**config.mk**
```make
export PLATFORM = sky130hd
export DESIGN_NAME = vtsh_front
export DESIGN_NICKNAME = d
export VERILOG_FILES = /design/src/rtl/vtsh_pkg.sv /design/src/rtl/vtsh_front.sv
export SDC_FILE = /design/constraint.sdc
export NUM_CORES = 1
export LEC_CHECK = 0
export BUFFER_PORTS_ARGS = -buffer_cell sky130_fd_sc_hd__buf_2
export CAP_MARGIN = 20
export CORE_MARGIN = 3
export CORE_UTILIZATION = 30
export DETAILED_ROUTE_END_ITERATION = 8
export RECOVER_POWER = 100
export SYNTH_ARGS = -nofsm -noshare
export SYNTH_HDL_FRONTEND = slang
export SYNTH_SLANG_ARGS = --single-unit
export TNS_END_PERCENT = 5
```
**constraint.sdc**
```tcl
create_clock -name clk -period 10.9 [get_ports clk]
set_input_delay 1.635 -clock clk [delete_from_list [all_inputs] [get_ports clk]]
set_output_delay 1.635 -clock clk [all_outputs]
set_load 0.01 [all_outputs]
```
**src/rtl/vtsh_pkg.sv**
```systemverilog
// vtsh_pkg: shared constants, arctangent table and flag struct for the
// speed/heading converter. No dependencies.
package vtsh_pkg;

  // guard bits appended below the integer part of the rotation datapath
  localparam int GUARD_BITS = 28;

  // binary angle: full circle is 2^32
  localparam logic [31:0] QUARTER_TURN = 32'h4000_0000;
  localparam logic [31:0] HALF_TURN    = 32'h8000_0000;

  // number of table entries
  localparam int ATAN_ENTRIES = 32;

  // atan(2^-i) as a binary angle, rounded to nearest
  localparam logic [31:0] ATAN_TAB [0:ATAN_ENTRIES-1] = '{
    32'h20000000, 32'h12E4051E, 32'h09FB385B, 32'h051111D4,
    32'h028B0D43, 32'h0145D7E1, 32'h00A2F61E, 32'h00517C55,
    32'h0028BE53, 32'h00145F2F, 32'h000A2F98, 32'h000517CC,
    32'h00028BE6, 32'h000145F3, 32'h0000A2FA, 32'h0000517D,
    32'h000028BE, 32'h0000145F, 32'h00000A30, 32'h00000518,
    32'h0000028C, 32'h00000146, 32'h000000A3, 32'h00000051,
    32'h00000029, 32'h00000014, 32'h0000000A, 32'h00000005,
    32'h00000003, 32'h00000001, 32'h00000001, 32'h00000000
  };

  // per-item control flags carried alongside the datapath
  typedef struct packed {
    logic neg_u;          // east component negative
    logic neg_v;          // north component negative
    logic angle_zero;     // north component zero: first-quadrant angle is 0
    logic angle_quarter;  // east zero, north nonzero: angle is a quarter turn
  } vtsh_flags_t;

endpackage

```
**src/rtl/vtsh_front.sv**
```systemverilog
// vtsh_front: absolute values, squares and rotation seed for each item.
// Depends on vtsh_pkg.
module vtsh_front
  import vtsh_pkg::*;
#(
  parameter int COMP_WIDTH = 16,
  parameter int XW         = 47,
  parameter int SW         = 32
) (
  input  logic                         clk,
  input  logic                         rst,
  input  logic                         up_valid,
  output logic                         up_ready,
  input  logic signed [COMP_WIDTH-1:0] east_comp,
  input  logic signed [COMP_WIDTH-1:0] north_comp,
  output logic                         down_valid,
  input  logic                         down_ready,
  output logic signed [XW-1:0]         x_out,
  output logic signed [XW-1:0]         y_out,
  output logic signed [31:0]           z_out,
  output logic [SW-1:0]                n_out,
  output logic [SW-1:0]                r_out,
  output vtsh_flags_t                  flags_out
);

  logic                  s1_valid, s2_valid, s3_valid;
  logic                  s1_ready, s2_ready, s3_ready;
  logic [COMP_WIDTH-1:0] s1_ax, s1_ay, s2_ax, s2_ay;
  vtsh_flags_t           s1_flags, s2_flags, s3_flags;
  logic [SW-1:0]         s2_sqx, s2_sqy, s3_n;
  logic [COMP_WIDTH-1:0] s3_ax, s3_ay;
  logic [COMP_WIDTH-1:0] abs_u, abs_v;
  vtsh_flags_t           in_flags;

  // stage handshake: a stage loads when empty or when its item moves on
  assign s3_ready = !s3_valid || down_ready;
  assign s2_ready = !s2_valid || s3_ready;
  assign s1_ready = !s1_valid || s2_ready;
  assign up_ready = s1_ready;

  // magnitudes; the most negative value maps to 2^(w-1), still in w bits
  always_comb begin
    abs_u = east_comp[COMP_WIDTH-1]  ? (~east_comp + 1'b1)  : east_comp;
    abs_v = north_comp[COMP_WIDTH-1] ? (~north_comp + 1'b1) : north_comp;
    in_flags.neg_u         = east_comp[COMP_WIDTH-1];
    in_flags.neg_v         = north_comp[COMP_WIDTH-1];
    in_flags.angle_zero    = (north_comp == '0);
    in_flags.angle_quarter = (north_comp != '0) && (east_comp == '0);
  end

  // valid bits
  always_ff @(posedge clk) begin
    if (rst) begin
      s1_valid <= 1'b0;
      s2_valid <= 1'b0;
      s3_valid <= 1'b0;
    end else begin
      if (s1_ready) s1_valid <= up_valid;
      if (s2_ready) s2_valid <= s1_valid;
      if (s3_ready) s3_valid <= s2_valid;
    end
  end

  // payload: abs, squares, sum of squares
  always_ff @(posedge clk) begin
    if (s1_ready && up_valid) begin
      s1_ax    <= abs_u;
      s1_ay    <= abs_v;
      s1_flags <= in_flags;
    end
    if (s2_ready && s1_valid) begin
      s2_ax    <= s1_ax;
      s2_ay    <= s1_ay;
      s2_flags <= s1_flags;
      s2_sqx   <= SW'(s1_ax) * SW'(s1_ax);
      s2_sqy   <= SW'(s1_ay) * SW'(s1_ay);
    end
    if (s3_ready && s2_valid) begin
      s3_ax    <= s2_ax;
      s3_ay    <= s2_ay;
      s3_flags <= s2_flags;
      s3_n     <= s2_sqx + s2_sqy;
    end
  end

  // rotation seed: magnitudes scaled by the guard bits
  assign x_out      = XW'(s3_ax) <<< GUARD_BITS;
  assign y_out      = XW'(s3_ay) <<< GUARD_BITS;
  assign z_out      = '0;
  assign n_out      = s3_n;
  assign r_out      = '0;
  assign flags_out  = s3_flags;
  assign down_valid = s3_valid;

endmodule

```
==> flow_summary.ini <==
[outcome]
status = complete, but fails checks
violations = max-capacitance violations, max-slew violations

[floorplan]
row_count = 101
die_area_um2 = 81570
die_x_um = 285.6
coreArea_um2 = 76710
start_util_pct = 30.58
ios = 232
die_h_um = 285.6

[timing]
finalCritPeriodShare_pct = 66.28
slew_headroom_pct = -92.48
hold_violations = 0
setup_viol = 0
period_needed_ns = 7.225
rsz0062_at_grt = no
max_freq_mhz = 138.4
fin_skew_ns = 0.02457
drv_slew = 211
tightest_slew_ns = 2.887
tns_ns = 0

[clocking]
h-tree-depth = 1
clk_pin_slew_ns = 0.07
clk_latency_ns = 0.55
root_buffer = clkbuf_16
cts_resized = 0
cts.sinks = 203
holdBufCountCts = 0
cts_tree = done
cts_setup_buffers = 0
cts_made_buffers = 24
clockBufferDepth = 3

[worst_setup_path]
cp_top_family = adder cells
cp.arrival_ns = 7.52
crit_chain = clkbuf_1, inv_1, nor2_1, inv_1, fa_1, fa_1, inv_1, ha_1, fa_1, fa_1, inv_1, fa_1, inv_1, ha_1, or2_2, and3_1, nor4_1, a21oi_1, o41ai_1, o21ai_0, a31oi_1, o21ai_0, xor2_1
path_max_fanout = 15
slowest_stage = clkbuf_1
required_ns = 11.19
crit_path_start_kind = flop
worstSetupPathType = flop to flop
worst-path-buf-inv = 6
crit_path_max_incr_delay_ns = 0.59
end_kind = flop

[synth]
synth-edff-count = 200
synth_warnings = 0
netlist_instances = 2273
syn_area_per_cell_um2 = 10.32
ys_seq_area_share_pct = 25.86
synth-async-reset-ratio_pct = 0
ys_types = 66
synth_seq_cells = 203
synth_ff_type = edfxtp_1
syn_area_um2 = 23450

[cells_and_area]
antenna_cells = 0
drive_above_1_share_pct = 3.919
nets = 2948
layout_commonest_cell = inv_1
layout_common_cells = inv_1 (513), fa_1 (324), ha_1 (233)
fillerInstances = 7956
area_growth_pct = 7.810

[place]
place.gp.congestion = 0.8407
io_buffers = 105
dp_hpwl_um = 40970

[grt]
grt_usage_pct = 12.58
grt_max_degree = 50
grt_pass1_wl_um = 81960
grt-ovfl-total = 0
grt_pass1_vias = 15510
antenna_found_initial = 3

[detailed_routing]
drc = 0
wl_per_cell_um = 14.78
drtAntennaViolNets = 0
num_vias = 14990
firstDrtPassIters = 7
routed_wl_um = 50300
via_per_inst = 4.406
drt_iter0_drc = 841

[flow_run]
maxCapViolCount = 7

[hold_path]
hold_class = flop to flop
## synthesized netlist by cell type (10+ instances only)
cell,instances,area (µm²)
inv_1,513,1926
fa_1,324,6486
ha_1,233,2915
edfxtp_1,200,6006
nand2_1,185,694.4
buf_4,126,945.9
xnor2_1,93,814.5
nor2_1,83,311.6
and2_1,80,500.5
a21oi_1,72,360.4
clkbuf_1,54,202.7
a21o_1,42,315.3
o21ai_0,34,170.2
xor2_1,31,271.5
nor2b_1,18,112.6
nand3_1,16,80.08
o21a_1,14,105.1
a31oi_1,11,68.82
o31ai_1,11,82.58
nand2b_1,10,62.56
nor3_1,10,50.05
## through the flow
stage	std cells	hold slack, ns	setup WS (ns)	instance area (µm²)	util, %
2_1_floorplan	2398	0.4003	1.519	23920	-
3_3_place_gp	3359	0.4026	4.067	24680	32.17
3_5_place_dp	3359	0.4045	3.921	24680	32.17
4_1_cts	3403	0.4188	3.906	25500	33.24
5_1_grt	3403	0.4264	3.236	25290	32.97
6_report	3403	0.4181	3.675	25290	32.97
## per-layer routing
metal	part of all wire, %	GRT usage [%]	vias up
li1	-	-	7096
met1	47	18.15	7498
met2	46	20.12	351
met3	5.5	2.056	47
met4	1.7	2.188	0
met5	0	0	-
## path summary, 6_finish.rpt
kind              cells after the start  slack (ns)  startpoint    endpoint
setup / recovery                     23        3.68    s1_ax[0]  s2_sqx[29]
hold / removal                        0        0.42   s2_ay[14]   s3_ay[14]
setup reg to reg                     23        3.68    s1_ax[0]  s2_sqx[29]
hold reg to reg                       0        0.42   s2_ay[14]   s3_ay[14]
## registers in the layout (all words and copies together) (netlist names), 4 cells and up
name       count
s1_ay         16
n_out         32
flags_out      4
s2_ay         16
s2_flags       4
s2_ax         16
s1_ax         16
s3_ax         16
s2_sqx        30
s2_sqy        30
s3_ay         16
s1_flags       4
## logic make-up (layout without fill, tap and decap cells)
group / after synthesis / after routing / synth area share [%]
buffers and inverters: 694 / 669 / 13.13
adder cells (fa/ha/maj): 557 / 557 / 40.08
AND/OR/NAND/NOR: 442 / 442 / 8.877
AO/OA/AOI/OAI: 248 / 248 / 7.218
flip-flops: 203 / 203 / 25.86
XOR/XNOR: 124 / 124 / 4.630
multiplexers: 4 / 4 / 0.1867
other: 1 / 126 / 0.01599
## final cells by class
cell class	count	area, µm²	share of cell area (%)
clock buffers	25	604.3	2.390
clock inverters	19	217.7	0.8610
inverters	513	1926	7.615
multi-input cells	1501	14730	58.25
flip-flops and latches	203	6066	23.99
well taps	1030	1289	5.096
repair buffers	112	455.4	1.801
Power is not shown: default switching activity piles up to over one toggle a cycle in this logic, so the estimate is an artifact.
