--- config.mk ---
export PLATFORM = sky130hd
export DESIGN_NAME = vtsh_back
export DESIGN_NICKNAME = d
export VERILOG_FILES = /design/src/rtl/vtsh_pkg.sv /design/src/rtl/vtsh_back.sv
export SDC_FILE = /design/constraint.sdc
export NUM_CORES = 1
export LEC_CHECK = 0
export BUFFER_PORTS_ARGS = -buffer_cell sky130_fd_sc_hd__buf_2
export CAP_MARGIN = 20
export CORE_MARGIN = 2
export CORE_UTILIZATION = 59
export DETAILED_ROUTE_END_ITERATION = 6
export GPL_TIMING_DRIVEN = 0
export PLACE_DENSITY = 0.81
export SLEW_MARGIN = 20
export SYNTH_ARGS = -nofsm -noshare
export SYNTH_HDL_FRONTEND = slang
export SYNTH_SLANG_ARGS = --single-unit
--- constraint.sdc ---
create_clock -name clk -period 5.15 [get_ports clk]
set_clock_uncertainty 0.05 [all_clocks]
set_input_delay 0.515 -clock clk [delete_from_list [all_inputs] [get_ports clk]]
set_output_delay 0.515 -clock clk [all_outputs]
set_load 0.01 [all_outputs]
--- src/rtl/vtsh_pkg.sv ---
// vtsh_pkg: shared constants, arctangent table and flag struct for the
// speed/heading converter. No dependencies.
package vtsh_pkg;

  // guard bits appended below the integer part of the rotation datapath
  localparam int GUARD_BITS = 28;

  // binary angle: full circle is 2^32
  localparam logic [31:0] QUARTER_TURN = 32'h4000_0000;
  localparam logic [31:0] HALF_TURN    = 32'h8000_0000;

  // number of table entries
  localparam int ATAN_ENTRIES = 32;

  // atan(2^-i) as a binary angle, rounded to nearest
  localparam logic [31:0] ATAN_TAB [0:ATAN_ENTRIES-1] = '{
    32'h20000000, 32'h12E4051E, 32'h09FB385B, 32'h051111D4,
    32'h028B0D43, 32'h0145D7E1, 32'h00A2F61E, 32'h00517C55,
    32'h0028BE53, 32'h00145F2F, 32'h000A2F98, 32'h000517CC,
    32'h00028BE6, 32'h000145F3, 32'h0000A2FA, 32'h0000517D,
    32'h000028BE, 32'h0000145F, 32'h00000A30, 32'h00000518,
    32'h0000028C, 32'h00000146, 32'h000000A3, 32'h00000051,
    32'h00000029, 32'h00000014, 32'h0000000A, 32'h00000005,
    32'h00000003, 32'h00000001, 32'h00000001, 32'h00000000
  };

  // per-item control flags carried alongside the datapath
  typedef struct packed {
    logic neg_u;          // east component negative
    logic neg_v;          // north component negative
    logic angle_zero;     // north component zero: first-quadrant angle is 0
    logic angle_quarter;  // east zero, north nonzero: angle is a quarter turn
  } vtsh_flags_t;

endpackage

--- src/rtl/vtsh_back.sv ---
// vtsh_back: quadrant fold, heading scale and rounding, root rounding and
// the output register. Depends on vtsh_pkg.
module vtsh_back
  import vtsh_pkg::*;
#(
  parameter int ANGLE_FRAC_BITS = 7,
  parameter int SW              = 32
) (
  input  logic               clk,
  input  logic               rst,
  input  logic               up_valid,
  output logic               up_ready,
  input  logic signed [31:0] z_in,
  input  logic [SW-1:0]      n_in,
  input  logic [SW-1:0]      r_in,
  input  vtsh_flags_t        flags_in,
  output logic               down_valid,
  input  logic               down_ready,
  output logic [15:0]        magnitude,
  output logic [15:0]        heading
);

  localparam int            FW   = 9 + ANGLE_FRAC_BITS;
  localparam logic [FW-1:0] FULL = FW'(360) << ANGLE_FRAC_BITS;
  localparam int            PW   = 32 + FW;

  logic              b1_valid, b2_valid, b3_valid;
  logic              b1_ready, b2_ready, b3_ready;
  logic [31:0]       t_angle, h_next, b1_h;
  logic [SW-1:0]     root_round;
  logic [15:0]       b1_mag, b2_mag;
  logic [PW-1:0]     b2_prod;
  logic [PW:0]       rounded;
  logic [FW:0]       units;

  assign b3_ready   = !b3_valid || down_ready;
  assign b2_ready   = !b2_valid || b3_ready;
  assign b1_ready   = !b1_valid || b2_ready;
  assign up_ready   = b1_ready;
  assign down_valid = b3_valid;

  // first-quadrant angle with clamp and axis cases, then heading angle
  always_comb begin
    if (flags_in.angle_zero) begin
      t_angle = '0;
    end else if (flags_in.angle_quarter) begin
      t_angle = QUARTER_TURN;
    end else if (z_in[31]) begin
      t_angle = '0;
    end else if (z_in > $signed(QUARTER_TURN)) begin
      t_angle = QUARTER_TURN;
    end else begin
      t_angle = z_in;
    end
    case ({flags_in.neg_u, flags_in.neg_v})
      2'b00:   h_next = QUARTER_TURN - t_angle;
      2'b10:   h_next = t_angle - QUARTER_TURN;
      2'b11:   h_next = (32'd0 - QUARTER_TURN) - t_angle;
      2'b01:   h_next = QUARTER_TURN + t_angle;
      default: h_next = '0;
    endcase
    // round the root to nearest
    root_round = (n_in > r_in) ? (r_in + 1'b1) : r_in;
  end

  // heading rounding and wrap of a full circle
  assign rounded = {1'b0, b2_prod} + (PW + 1)'(HALF_TURN);
  assign units   = rounded[PW:32];

  always_ff @(posedge clk) begin
    if (rst) begin
      b1_valid <= 1'b0;
      b2_valid <= 1'b0;
      b3_valid <= 1'b0;
    end else begin
      if (b1_ready) b1_valid <= up_valid;
      if (b2_ready) b2_valid <= b1_valid;
      if (b3_ready) b3_valid <= b2_valid;
    end
  end

  always_ff @(posedge clk) begin
    if (b1_ready && up_valid) begin
      b1_h   <= h_next;
      b1_mag <= root_round[15:0];
    end
    if (b2_ready && b1_valid) begin
      b2_prod <= PW'(b1_h) * PW'(FULL);
      b2_mag  <= b1_mag;
    end
    if (b3_ready && b2_valid) begin
      magnitude <= b2_mag;
      heading   <= (units >= (FW + 1)'(FULL)) ? 16'd0 : 16'(units);
    end
  end

endmodule

==> metrics.txt <==
outcome finished, final reports clean; prevailing post-synth register cell edfxtp_1; instance count of the mapped netlist 875; clock tree sinks 116; final hold viol count 0; buffer count from post-CTS setup fixing 0; YS warnings 0; HPWL after detailed placement 14600 um; DR WL/cell 14.8 um; GR Overflow Total 0; setup_tns 0 ns; synth-to-layout area growth 17.5%; Remaining DRCs 0; Synth Cell Area 9290 um^2; post-detailed-placement cell area 10400 um^2; initial core utilization 0.607; remaining number of nets flagged by the antenna check after routing 0; number of synthesized flops with an enable pin 113; max cap viols 0; Total Die Area 16800 um^2; CTS Buffer Depth 2; highest fanout seen on the critical path 4; insertion delay to the later sink of the worst-skew pair 0.42 ns; peak clock frequency supported by timing 229 MHz; Hold Buf Count CTS 0; standard-cell rows 45; leakage power 0.00497 uW; height of the die 130 um; syn avg cell area 10.6 um^2; count of unique library cells instantiated by Yosys 57; number of placed instances, taps included 1227; type of the tightest min-delay check input port to flop; via-per-instance ratio 5.48; multiplexer fraction of the synthesized cell area 0.00242; worst slew slack as a fraction of its limit 0.487; area occupied by registers 3450 um^2; Worst Path Required 5.26 ns; area share of xor/xnor cells in the synthesized design 0.0716; arithmetic-cell share of the synthesized area counting full adders, half adders and majority gates 0.259; peak ir drop on the vdd network 0.000307 V; final antenna diode count 0; horizontal extent of the die 130 um; Pre-antenna DRT Iters 5; Finished Cell Area 10900 um^2; number of input and output port buffers inserted 137; total setup violations reported at the end of the flow 0; unrepaired setup endpoints after global routing false; number of gates resized after CTS 0; # IOs 138; final core occ 0.713; final critical-path share of the clock period 0.849; overall routing resource usage 0.239; via count 6903; post-synthesis compound-gate area fraction 0.130; DRT iter0 DRCs 408; Power per Cell Area 387 nW/um^2; detailed-route wire length 18600 um; arrival time worst endpoint 4.48 ns; placeable core region 15300 um^2; TritonCTS clock tree done; final weighted congestion of routability-driven global placement 0.860; fill cell instance count of the final layout 1106; Synthesized Nets 1144; final critical-path required period 4.37 ns; combined area of the multi-input logic cells 5280 um^2; Post-synth ARST share 0; Inserted Clock Buffers 17; post-synthesis simple-gate area fraction 0.103; wire length of the first global-routing pass 31800 um; main combinational cell family by area after synthesis adder cells; largest net degree at the start of global routing 27; share of final-layout standard cells stronger than drive strength 1 0.188; clock transition time at the flip-flop clock pins of the worst setup and hold paths 0.06 ns; level count of the clock H-tree 4; part of the Yosys area used for sequential elements 0.372; antenna violations before repair 0; actual slew at the worst max-slew pin 0.768 ns; Hold WS 0.245 ns; Final Max Slew Viols 0; NumNets Final 1304; flip-flop and latch count after synthesis 116; category of the worst setup path capture point flop; CTS root buf clkbuf_16; WS Path Type flop to flop; Post-Layout Cell Count 1259; startpoint type of the worst setup path flop; vias in the first global route 7003
## critical path: stages (launching register included)
cell	delay (ns)
edfxtp_1	0.41
ha_1	0.39
xor2_1	0.19
ha_1	0.30
inv_1	0.06
fa_1	0.49
inv_1	0.04
ha_1	0.31
and4_1	0.25
and4_1	0.19
nand3_1	0.11
a211oi_1	0.45
o21ai_0	0.26
a21boi_0	0.33
a21oi_1	0.13
xnor2_1	0.13
## worst paths after layout
path / cells after the start / endpoint / startpoint / slack (ns)
max: 15 / b2_prod[44]$_DFFE_PP_ / b1_h[9]$_DFFE_PP_ / 0.78
min: 2 / b1_valid$_SDFFE_PP0N_ / rst / 0.25
max reg2reg: 15 / b2_prod[44]$_DFFE_PP_ / b1_h[9]$_DFFE_PP_ / 0.78
min reg2reg: 0 / magnitude[0]$_DFFE_PP_ / b2_mag[0]$_DFFE_PP_ / 0.37
## sequential cells by signal (all words and copies together), names as in the netlist
signal      cells
down_valid      1
b2_prod        17
b1_valid        1
b2_mag         16
b2_valid        1
b1_h           32
magnitude      16
heading        16
b1_mag         16
## placed cells by master (no fill, tap or decap), drive strengths merged, types with 24 or more instances in the layout
cell type  instances
clkbuf            24
nor2              47
xor2              38
a21oi             61
edfxtp           113
o21ai             30
inv              155
a21o              30
fa                45
nand2             33
ha               120
buf              143
xnor2             38
## layout make-up
class / instances / area share
flip-flops and latches: 116 / 0.316
inverters: 145 / 0.0498
clock inverters: 15 / 0.0125
clock buffers: 17 / 0.0389
well taps: 211 / 0.0242
plain buffers: 9 / 0.00412
repair buffers: 141 / 0.0706
multi-input cells: 605 / 0.484
## power by group
part / switching [uW] / total [uW] / internal [uW]
logic: 1000 / 1800 / 797
clock network: 463 / 1100 / 635
registers: 89.5 / 1330 / 1240
total: 1560 / 4230 / 2670
## cells in the mapped netlist, drive strengths merged (6+ instances only)
| cell type | number | area share |
|---|---|---|
| a21boi | 6 | 0.0048 |
| xor2 | 38 | 0.036 |
| nand3 | 18 | 0.0097 |
| fa | 45 | 0.097 |
| nor4 | 7 | 0.0070 |
| inv | 145 | 0.059 |
| ha | 120 | 0.16 |
| nor2b | 7 | 0.0047 |
| nand2 | 33 | 0.013 |
| nand4 | 20 | 0.013 |
| or3 | 9 | 0.0061 |
| o41ai | 6 | 0.0057 |
| a21o | 30 | 0.024 |
| clkbuf | 7 | 0.0028 |
| xnor2 | 38 | 0.036 |
| nand2b | 6 | 0.0043 |
| nor3 | 8 | 0.0043 |
| a21oi | 61 | 0.033 |
| o21ai | 30 | 0.016 |
| edfxtp | 113 | 0.37 |
| nor2 | 47 | 0.019 |
| a311oi | 11 | 0.012 |
| a211oi | 7 | 0.0057 |
## kinds of logic after synthesis
logic type               Yosys count
buffers and inverters            154
AO/OA/AOI/OAI                    182
multiplexers                       2
flip-flops                       116
XOR/XNOR                          76
adder cells (fa/ha/maj)          165
AND/OR/NAND/NOR                  180
## stage by stage
step	total power (uW)	setup WS, ns
global placement	3050	0.688
global route	4560	0.427
finish	4230	0.780
detailed placement	3100	0.781
floorplan	2710	1.30
CTS	4240	0.734
## metal layers
metal / part of all wire / track usage / up-vias / wire length, um
met5: 0 / 0 / - / 0
met4: 0.019 / 0.0759 / 0 / 355
met3: 0.062 / 0.0636 / 33 / 1160
met2: 0.50 / 0.418 / 230 / 9230
met1: 0.42 / 0.289 / 3194 / 7890
li1: - / - / 3446 / -
Note: power is estimated with default switching activity, not from simulation.
