$ cat src/rtl/vtsh_pkg.sv
// vtsh_pkg: shared constants, arctangent table and flag struct for the
// speed/heading converter. No dependencies.
package vtsh_pkg;

  // guard bits appended below the integer part of the rotation datapath
  localparam int GUARD_BITS = 28;

  // binary angle: full circle is 2^32
  localparam logic [31:0] QUARTER_TURN = 32'h4000_0000;
  localparam logic [31:0] HALF_TURN    = 32'h8000_0000;

  // number of table entries
  localparam int ATAN_ENTRIES = 32;

  // atan(2^-i) as a binary angle, rounded to nearest
  localparam logic [31:0] ATAN_TAB [0:ATAN_ENTRIES-1] = '{
    32'h20000000, 32'h12E4051E, 32'h09FB385B, 32'h051111D4,
    32'h028B0D43, 32'h0145D7E1, 32'h00A2F61E, 32'h00517C55,
    32'h0028BE53, 32'h00145F2F, 32'h000A2F98, 32'h000517CC,
    32'h00028BE6, 32'h000145F3, 32'h0000A2FA, 32'h0000517D,
    32'h000028BE, 32'h0000145F, 32'h00000A30, 32'h00000518,
    32'h0000028C, 32'h00000146, 32'h000000A3, 32'h00000051,
    32'h00000029, 32'h00000014, 32'h0000000A, 32'h00000005,
    32'h00000003, 32'h00000001, 32'h00000001, 32'h00000000
  };

  // per-item control flags carried alongside the datapath
  typedef struct packed {
    logic neg_u;          // east component negative
    logic neg_v;          // north component negative
    logic angle_zero;     // north component zero: first-quadrant angle is 0
    logic angle_quarter;  // east zero, north nonzero: angle is a quarter turn
  } vtsh_flags_t;

endpackage

$ cat src/rtl/vtsh_cell.sv
// vtsh_cell: one cell of the chain; a rotation step below ROTATION_STEPS and a
// root digit below COMP_WIDTH, else pass-through. Depends on vtsh_pkg.
module vtsh_cell
  import vtsh_pkg::*;
#(
  parameter int STAGE          = 0,
  parameter int COMP_WIDTH     = 16,
  parameter int ROTATION_STEPS = 16,
  parameter int XW             = 47,
  parameter int SW             = 32
) (
  input  logic                 clk,
  input  logic                 rst,
  input  logic                 up_valid,
  output logic                 up_ready,
  input  logic signed [XW-1:0] x_in,
  input  logic signed [XW-1:0] y_in,
  input  logic signed [31:0]   z_in,
  input  logic [SW-1:0]        n_in,
  input  logic [SW-1:0]        r_in,
  input  vtsh_flags_t          flags_in,
  output logic                 down_valid,
  input  logic                 down_ready,
  output logic signed [XW-1:0] x_out,
  output logic signed [XW-1:0] y_out,
  output logic signed [31:0]   z_out,
  output logic [SW-1:0]        n_out,
  output logic [SW-1:0]        r_out,
  output vtsh_flags_t          flags_out
);

  logic                 valid;
  logic signed [XW-1:0] x_next, y_next;
  logic signed [31:0]   z_next;
  logic [SW-1:0]        n_next, r_next;

  assign up_ready   = !valid || down_ready;
  assign down_valid = valid;

  // rotation step toward the x axis
  if (STAGE < ROTATION_STEPS) begin : g_rot
    always_comb begin
      if (!y_in[XW-1]) begin
        x_next = x_in + (y_in >>> STAGE);
        y_next = y_in - (x_in >>> STAGE);
        z_next = z_in + $signed(ATAN_TAB[STAGE]);
      end else begin
        x_next = x_in - (y_in >>> STAGE);
        y_next = y_in + (x_in >>> STAGE);
        z_next = z_in - $signed(ATAN_TAB[STAGE]);
      end
    end
  end else begin : g_rot_pass
    assign x_next = x_in;
    assign y_next = y_in;
    assign z_next = z_in;
  end

  // one digit of the integer square root
  if (STAGE < COMP_WIDTH) begin : g_root
    localparam logic [SW-1:0] ROOT_BIT = SW'(1) << (2 * (COMP_WIDTH - 1 - STAGE));
    logic [SW-1:0] trial;
    // r has no bits at or below this digit, so or equals add here
    assign trial = r_in | ROOT_BIT;
    always_comb begin
      if (n_in >= trial) begin
        n_next = n_in - trial;
        r_next = (r_in >> 1) + ROOT_BIT;
      end else begin
        n_next = n_in;
        r_next = r_in >> 1;
      end
    end
  end else begin : g_root_pass
    assign n_next = n_in;
    assign r_next = r_in;
  end

  always_ff @(posedge clk) begin
    if (rst) begin
      valid <= 1'b0;
    end else if (up_ready) begin
      valid <= up_valid;
    end
  end

  always_ff @(posedge clk) begin
    if (up_ready && up_valid) begin
      x_out     <= x_next;
      y_out     <= y_next;
      z_out     <= z_next;
      n_out     <= n_next;
      r_out     <= r_next;
      flags_out <= flags_in;
    end
  end

endmodule

$ cat config.mk
export PLATFORM = sky130hd
export DESIGN_NAME = vtsh_cell
export DESIGN_NICKNAME = d
export VERILOG_FILES = /design/src/rtl/vtsh_pkg.sv /design/src/rtl/vtsh_cell.sv
export SDC_FILE = /design/constraint.sdc
export NUM_CORES = 1
export LEC_CHECK = 0
export BUFFER_PORTS_ARGS = -buffer_cell sky130_fd_sc_hd__buf_2
export CELL_PAD_IN_SITES_DETAIL_PLACEMENT = 1
export CELL_PAD_IN_SITES_GLOBAL_PLACEMENT = 1
export CORE_ASPECT_RATIO = 1.1
export CORE_MARGIN = 2
export CORE_UTILIZATION = 41
export CTS_CLUSTER_DIAMETER = 120
export DETAILED_ROUTE_END_ITERATION = 6
export HOLD_SLACK_MARGIN = 0.05
export PLACE_DENSITY_LB_ADDON = 0.1
export RECOVER_POWER = 25
export SLEW_MARGIN = 5
export SYNTH_ARGS = -nofsm -noshare
export SYNTH_HDL_FRONTEND = slang
export SYNTH_SLANG_ARGS = --single-unit
$ cat constraint.sdc
create_clock -name clk -period 7.6 [get_ports clk]
set_input_delay 1.9 -clock clk [delete_from_list [all_inputs] [get_ports clk]]
set_output_delay 1.9 -clock clk [all_outputs]
set_load 0.005 [all_outputs]
==> results_dict.tcl <==
set metrics [dict create \
    outcome "finished, violations left" \
    violations "capacitance limit, slew limit" \
    cp_max_fo 124 \
    die-width_um 196.8 \
    hold_path.class "reg2reg" \
    reg2regPathDepth 3 \
    instances_no_fill 2808 \
    reg2reg_slack_ps 2600 \
    grt_overflow 0 \
    place_area_mm2 0.01910 \
    syn_area_per_cell_um2 8.623 \
    grt_pass1_vias 16480 \
    hpwl_mm 53.30 \
    fin_crit_sh_pct 81.21 \
    numCtsBuffers 17 \
    vias 16230 \
    root_buffer "clkbuf_16" \
    cts-resized-gates 0 \
    io_buffer_count 393 \
    start_kind "primary input" \
    tightestPinTransition_ps 4982 \
    fmax_ghz 0.1620 \
    async_reset_ff_share_pct 0 \
    rows 77 \
    combinationalPowerShare_pct 34.8 \
    grt_antenna_before_repair 4 \
    cp-end-kind "flip-flop" \
    worstPathRequired_ps 7730 \
    r2r_end "x_out[18]" \
    via_per_inst 5.781 \
    power_frac_seq_pct 38.3 \
    yosysWarnings 0 \
    core_mm2 0.04027 \
    grt_usage_pct 30.31 \
    clkSinkCount 194 \
    power_density_mw_per_mm2 182.0 \
    pwr-share-clk_pct 26.9 \
    critPathKind "in2reg" \
    max_slew_margin_pct -232.3 \
    clkLatencyLatePin_ps 500 \
    synth_fp_nets 2316 \
    final_max_slew_viol_count 70 \
    synth.cell_area_mm2 0.01676 \
    gp_congestion 1.012 \
    nNetsFinal 2650 \
    ant_nets 0 \
    finClkSkew_ps 10.44 \
    syn_to_final_growth_pct 17.32 \
    fill_cells 4907 \
    drtIter0Drc 930 \
    drc 0 \
    rsz0062_at_grt "no" \
    ctsLongestPathBuffers 2 \
    io_pins 394 \
    setup_viol 0 \
    power.leakage_nw 8.644 \
    fin_crit_ps 6172 \
    synth_cells 1944 \
    min_from "down_valid" \
    synth_edf_count 193 \
    max_cap_violations 1 \
    power_mw 3.578 \
    peakVddDrop_uv 178.3 \
    stdcell_area_mm2 0.01967 \
    hold_viol_final 0 \
    ys_types 76 \
    hold_path_end "down_valid" \
    whs_path_depth 2 \
    ys.flop_type "edfxtp_1" \
    cts_max_level 4 \
    grt_max_degree 125 \
    cts_tree "built" \
    drive_above_1_share_pct 18.59 \
    setup-tns-final_ps 0 \
    p_sw_share_pct 36.99 \
    die_h_um 216.1 \
    dr.pass1.iters 5 \
    numPlacedInstances 2772 \
    start_util_pct 41.62 \
    grt_pass1_wl_mm 97.98 \
    p_switching_mw 1.324 \
    seq_area_frac_synth_pct 34.69 \
    post_cts_buffers 0 \
    avgRoutedWirePerCell_um 23.34 \
    drt_wl_total_mm 65.53 \
    ys_seq_elements 194 \
    cp.arrival_ps 6300 \
    die_area_mm2 0.04252 \
    cts_hold_buf 0 \
    clk_pin_slew_worst_paths_ps 80 \
    r2r_start "down_valid" \
    internal-power_mw 2.255 \
]
-- cells by family after synthesis --
group | Yosys count | share of synthesized area (%)
AO/OA/AOI/OAI | 670 | 24.72
XOR/XNOR | 109 | 5.695
adder cells (fa/ha/maj) | 174 | 13.21
buffers and inverters | 268 | 6.076
flip-flops | 194 | 34.69
multiplexers | 20 | 1.217
AND/OR/NAND/NOR | 509 | 14.38
-- synth_stat cells, types with 6 or more instances --
cell | instances | share of area, %
o21a_1 | 15 | 0.67
o41ai_1 | 6 | 0.31
a211o_1 | 8 | 0.42
xnor2_1 | 87 | 4.5
o2111ai_1 | 7 | 0.37
a21boi_0 | 10 | 0.45
buf_1 | 13 | 0.29
or2_2 | 7 | 0.26
nand4_1 | 36 | 1.3
a21oi_1 | 246 | 7.3
a21o_1 | 47 | 2.1
xor2_1 | 22 | 1.1
a211oi_1 | 16 | 0.72
or3_1 | 6 | 0.22
nand3_1 | 23 | 0.69
nor4_1 | 23 | 0.86
o211ai_1 | 12 | 0.54
o21bai_1 | 41 | 1.8
inv_1 | 182 | 4.1
nand2b_1 | 18 | 0.67
and2_1 | 7 | 0.26
o21ai_0 | 157 | 4.7
buf_2 | 7 | 0.21
ha_1 | 169 | 13
nor2_1 | 149 | 3.3
edfxtp_1 | 193 | 35
o31ai_1 | 26 | 1.2
clkbuf_1 | 62 | 1.4
a31oi_1 | 19 | 0.71
and3_1 | 11 | 0.41
nor3_1 | 40 | 1.2
mux2i_1 | 17 | 1.0
nand2_1 | 145 | 3.2
nor2b_1 | 25 | 0.93
-- power by group through the flow --
stage | Combinational (mW) | Sequential, mW | Clock (mW)
floorplan | 0.729 | 1.41 | 0
global route | 1.36 | 1.38 | 1.02
finish | 1.25 | 1.37 | 0.963
CTS | 1.24 | 1.37 | 0.989
global placement | 1.21 | 1.39 | 0
detailed placement | 1.23 | 1.39 | 0
-- state kept, by name, indices dropped and copies added, names as in the netlist --
register and cells:
z_out 32, flags_out 4, x_out 46, r_out 32
y_out 47, n_out 32, down_valid 1
-- layout make-up --
cell class                      count  area [um^2]  share of cell area [%]
Clock inverter                     15        167.7                  0.8526
Tap cell                          513        641.9                   3.264
Multi-Input combinational cell   1482         9928                   50.49
Timing Repair Buffer              398         1982                   10.08
Sequential cell                   194         5816                   29.57
Inverter                          185        694.4                   3.531
Clock buffer                       17        425.4                   2.163
Antenna cell                        4        10.01                 0.05090
-- per-stage QoR --
stage	hold WS, ps	setup slack (ps)	utilization (%)
global placement	502.0	1451	47.43
detailed placement	557.3	1357	47.43
CTS	568.4	1930	48.91
finish	557.7	1428	48.83
floorplan	522.5	552.1	-
global route	594.7	1051	48.81
-- cell usage in the layout (no fill, tap or decap), types with 6 or more instances in the layout --
cell type / count
o21a_1: 15
nor2b_1: 25
a31oi_1: 19
o2111ai_1: 7
o21ai_0: 157
nor2_1: 149
edfxtp_1: 193
clkbuf_16: 17
a21oi_1: 246
ha_1: 169
a21o_1: 47
mux2i_1: 17
a211oi_1: 16
nand2b_1: 18
o21bai_1: 41
xnor2_1: 87
nor3_1: 40
o211ai_1: 12
a21boi_0: 10
clkbuf_1: 30
or3_1: 6
inv_1: 182
a211o_1: 8
or2_2: 7
o41ai_1: 6
nand3_1: 23
nand4_1: 36
and3_1: 11
o31ai_1: 26
nor4_1: 23
buf_2: 362
xor2_1: 22
and2_1: 6
nand2_1: 145
-- routing by layer --
metal  part of all wire (%)  global-route usage, %
met5                  0.064                      0
met4                    3.9                  12.81
met3                    5.9                  6.007
met2                     49                  52.33
met1                     41                  36.75
-- worst max-delay path, cell delays in order --
cell and delay (ps):
buf_2 70, nand2b_1 140, and2_0 3550, buf_12 530
-- worst max-delay path by stage --
stage,end,slack [ps],startpoint
6_report,x_out[18],1430,down_ready
5_1_grt,y_out[16],1050,down_ready
4_1_cts,x_out[35],1930,x_in[12]
3_5_place_dp,x_out[35],1360,x_in[12]
3_3_place_gp,x_out[35],1450,x_in[12]
2_1_floorplan,flags_out[0],550,down_ready
No activity file was read; power rests on OpenSTA's default activity.
